### src/rtl/nts_ram.sv
// Generic single write port, single read port RAM with registered read data.
// No dependencies.
`timescale 1ns / 1ps

module nts_ram #(
  parameter int unsigned Width = 8,
  parameter int unsigned Depth = 16
) (
  input  logic                     clk_i,
  input  logic                     we_i,
  input  logic [$clog2(Depth)-1:0] waddr_i,
  input  logic [Width-1:0]         wdata_i,
  input  logic [$clog2(Depth)-1:0] raddr_i,
  output logic [Width-1:0]         rdata_o
);

  logic [Width-1:0] mem_q [Depth];

  // write port
  always_ff @(posedge clk_i) begin
    if (we_i) begin
      mem_q[waddr_i] <= wdata_i;
    end
  end

  // read port, registered read data
  always_ff @(posedge clk_i) begin
    rdata_o <= mem_q[raddr_i];
  end

endmodule

### config.mk
export PLATFORM = sky130hd
export DESIGN_NAME = nts_ram
export DESIGN_NICKNAME = d
export VERILOG_FILES = /design/src/rtl/nts_ram.sv
export SDC_FILE = /design/constraint.sdc
export NUM_CORES = 1
export LEC_CHECK = 0
export BUFFER_PORTS_ARGS = -buffer_cell sky130_fd_sc_hd__buf_2
export CORE_ASPECT_RATIO = 1.5
export CORE_MARGIN = 2
export CORE_UTILIZATION = 65
export CTS_BUF_LIST = sky130_fd_sc_hd__clkbuf_4
export DETAILED_ROUTE_END_ITERATION = 16
export MAX_ROUTING_LAYER = met4
export PLACE_DENSITY = 0.95
export SYNTH_ARGS = -nofsm -noshare
export SYNTH_HDL_FRONTEND = slang
export SYNTH_SLANG_ARGS = --single-unit
### constraint.sdc
create_clock -name clk_i -period 3.35 [get_ports clk_i]
set_input_delay 0.8375 -clock clk_i [delete_from_list [all_inputs] [get_ports clk_i]]
set_output_delay 0.8375 -clock clk_i [all_outputs]
set_load 0.005 [all_outputs]
* Yosys cells after proc, flatten, opt, wreduce, memory -nomap -nowiden
Memories as Yosys holds them, arrays and structs flattened. A register that Yosys moved wholly into a read port is not among the register bits. Cells that the tools add are included.
Operators by class: mux-type cells 2
Operator list (number):
- $mux 1 | 2
Storage, ports and cells: bits in registers 0, memories 1, bits of input ports 18, bits in writable memories 128
Memory list:
- mem_q | depth 16, bits a word 8, rd ports 1, clocked after Yosys merged registers in 1, wr ports 1, RTL line 17 | logic [Width-1:0] mem_q [Depth];

* Logic depth before layout (Yosys ltp)
depth after elaboration 2, depth in mapped cells 5, depth with buffers taken out 3

* Worst setup path after synthesis
OpenSTA, ideal clock, no wires.
path kind in2reg, from input port waddr_i[2], to memory mem_q[0][0] (enable), arrival 1.947 ns, stages 2, path slack 1.020 ns, data required time 2.967 ns, cells stage by stage or3b_2 nor3_1
RTL lines:
- from (decl) | RTL line 11 | input logic [$clog2(Depth)-1:0] waddr_i,
- to (decl) | RTL line 17
Straight into the memory's write port.

==> metrics <==
status finished clean; post-synth net total 247; switch share 20.3%; max_cap viols 0; hold path endpoint rdata_o[5]; Sequential Power Share 59.3%; Final Skew 0.0167 ns; row count 39; grt total ovfl 0; Worst setup startpoint raddr_i[0]; IO Count 26; number of synthesized flops with an enable pin between 100 and 150; Finished Core Util 74.5%; RSZ-0062 raised after global routing no; Reg clk slew, reported paths 0.11 ns; DIE AREA 0.00866 mm^2; Post-CTS Resized 0; Clock power frac between 30% and 40%; count of state elements after synthesis roughly 140; RR Endpoint rdata_o[5]; DR vias/cell 6.41; P&R area growth vs syn 10.8%; worst reg2reg path startpoint mem_q[2][5]; power density over the cells 564 mW/mm^2; Buffers on Ports 25; worst skew pair latency 0.52 ns; maximum VDD drop 0.542 mV; vias in the first global route about 2700; Max Fclk 0.492 GHz; Critical Path Sink Type flop; top-count cell post-synth edfxtp_1; hold path start mem_q[8][5]; Post-Layout Cell Count 387; Setup TNS 0 ns; total net switching power 0.000655 W; Die W approximately 77 um; largest net degree at the start of global routing 33; Worst Path Required 3.77 ns; reg2reg path depth 3; final setup fails 0; Die Height 113 um; starting DRC count in detailed routing 331; final worst slack 1.32 ns; Arrival @ worst endpoint 2.45 ns; ys flop type edfxtp_1; post-synth top area cell edfxtp_1; Post-Syn Area slightly above 0.005 mm^2; drt total wl roughly 9400 um; top cells by area, synth edfxtp_1 (75%), mux4_2 (7.9%), mux4_1 (7.1%), dfxtp_1 (3.1%), a22oi_1 (2.3%); clock root buffer clkbuf_4; syn_area_per_cell 22.5 um^2; # placed instances 354; first-pass GRT wire length 15000 um; crit-path max FO 17; fin. max-slew vios 0; # nets final between 200 and 300; Setup WS pre-CTS 0.707 ns; initial antenna violation count 1; setup slack, reg-to-reg 1.95 ns; number of remaining DRC errors 0; post-CTS setup buffers 0; Yosys top cell area share around 75%; Hold Path Stages 3; clk buf depth 2; TritonCTS clock tree done; cts hold-fix bufs 0; Seq/Total Area, Yosys 77.8%; DR WL/cell 24.3 um; most instantiated cells after synthesis edfxtp_1 (128), mux4_2 (18), a22oi_1 (16); Unique masters post-synth 19; Tightest Hold Check Type reg2reg; async set-reset flop share out of synthesis 0%; internal power between 0.002 and 0.003 W; layout cells sized above 1 around 30%; Routed Antenna Nets 0; WS Path Type in2reg; dpl cell area 0.00539 mm^2; Worst setup SP type input pin; first-pass detailed-route iteration total 6; fin area 0.00571 mm^2; core area 0.00766 mm^2; Final Wtd Congestion 0.791; DPL Wire Length 6070 um; Tot GR Track Use 25.2%; CTS HTree Levels 4; Hold Fails Final Rpt 0; yosys warns 0; Tmin final 2.03 ns; Comb pwr share 5.2%; crit share post-route between 60 and 70%; TritonCTS Buffers 17; clk sinks 136; leakage 1.92 nW; Syn Inst Count 229; initial core utilization 67.2%; Worst slew margin 37.9%; vias post-DR 2480; worst slew pin tran 0.927 ns
==> cell usage in the layout (no fill, tap or decap) <==
cell and count:
or3b_2 1, diode_2 1, nand3_1 1, nand2_1 9, nor3_1 4, clkinv_2 7
mux4_2 18, bufinv_16 4, a22oi_1 16, buf_12 1, buf_4 7, edfxtp_1 128
buf_2 25, nor2b_1 1, nand2b_1 2, nand3b_1 2, clkinv_4 3, and2_1 1
mux4_1 14, clkbuf_4 18, and2b_1 1, dfxtp_1 8, nor2_1 13
==> final cells by class <==
class                   count  area (um^2)
diodes                      1         2.50
clock buffers              18          135
multi-input cells          83         1060
repair buffers             33          198
flip-flops and latches    136         4000
well taps                 102          128
fillers                   408         1960
clock inverters            14          181
==> how the worst max path moves through the flow <==
stage                  endpoint  slack [ns]  cells past startpoint
floorplan           mem_q[0][0]        1.02                      2
global placement     rdata_o[2]        0.80                      5
detailed placement   rdata_o[2]        0.71                      5
CTS                  rdata_o[2]        1.31                      5
global route         rdata_o[2]        1.25                      5
finish               rdata_o[2]        1.32                      5
==> power by group through the flow <==
stage                     Clock [W]  Combinational, W  Sequential [W]
after floorplan                   0         0.0000966         0.00195
after global placement            0          0.000159         0.00195
after detailed placement          0          0.000166         0.00195
after CTS                   0.00116          0.000168         0.00191
after global routing        0.00123          0.000181         0.00191
final                       0.00114          0.000167         0.00191
==> sequential cells by signal, indices dropped and copies added, names as in the netlist <==
signal,flops
mem_q,128
rdata_o,8
==> cell families after synthesis <==
| group | count (synthesis) | share of synthesized area, % |
|---|---|---|
| AO/OA/AOI/OAI | 16 | 2.33 |
| AND/OR/NAND/NOR | 35 | 3.18 |
| flip-flops | 136 | 77.8 |
| buffers and inverters | 10 | 1.68 |
| multiplexers | 32 | 15.0 |
==> worst max-delay path, cell delays in order <==
cell and delay (ns):
buf_2 0.44, buf_12 0.25, mux4_1 0.57, a22oi_1 0.24, nand2_1 0.08
==> routing by layer <==
metal / vias to the layer above / global-route usage (%) / part of all wire (%)
met4: 0 / 11.9 / 2.7
met3: 30 / 6.62 / 7.9
met5: - / - / 0
met1: 1220 / 30.2 / 36
li1: 1062 / - / -
met2: 168 / 40.4 / 54
==> metrics by stage <==
stage / power [W] / hold WS [ns]
CTS: 0.00323 / 0.673
finish: 0.00322 / 0.688
global placement: 0.00211 / 0.651
global route: 0.00333 / 0.670
floorplan: 0.00204 / 0.629
detailed placement: 0.00212 / 0.666
(Power assumes the default switching activity.)
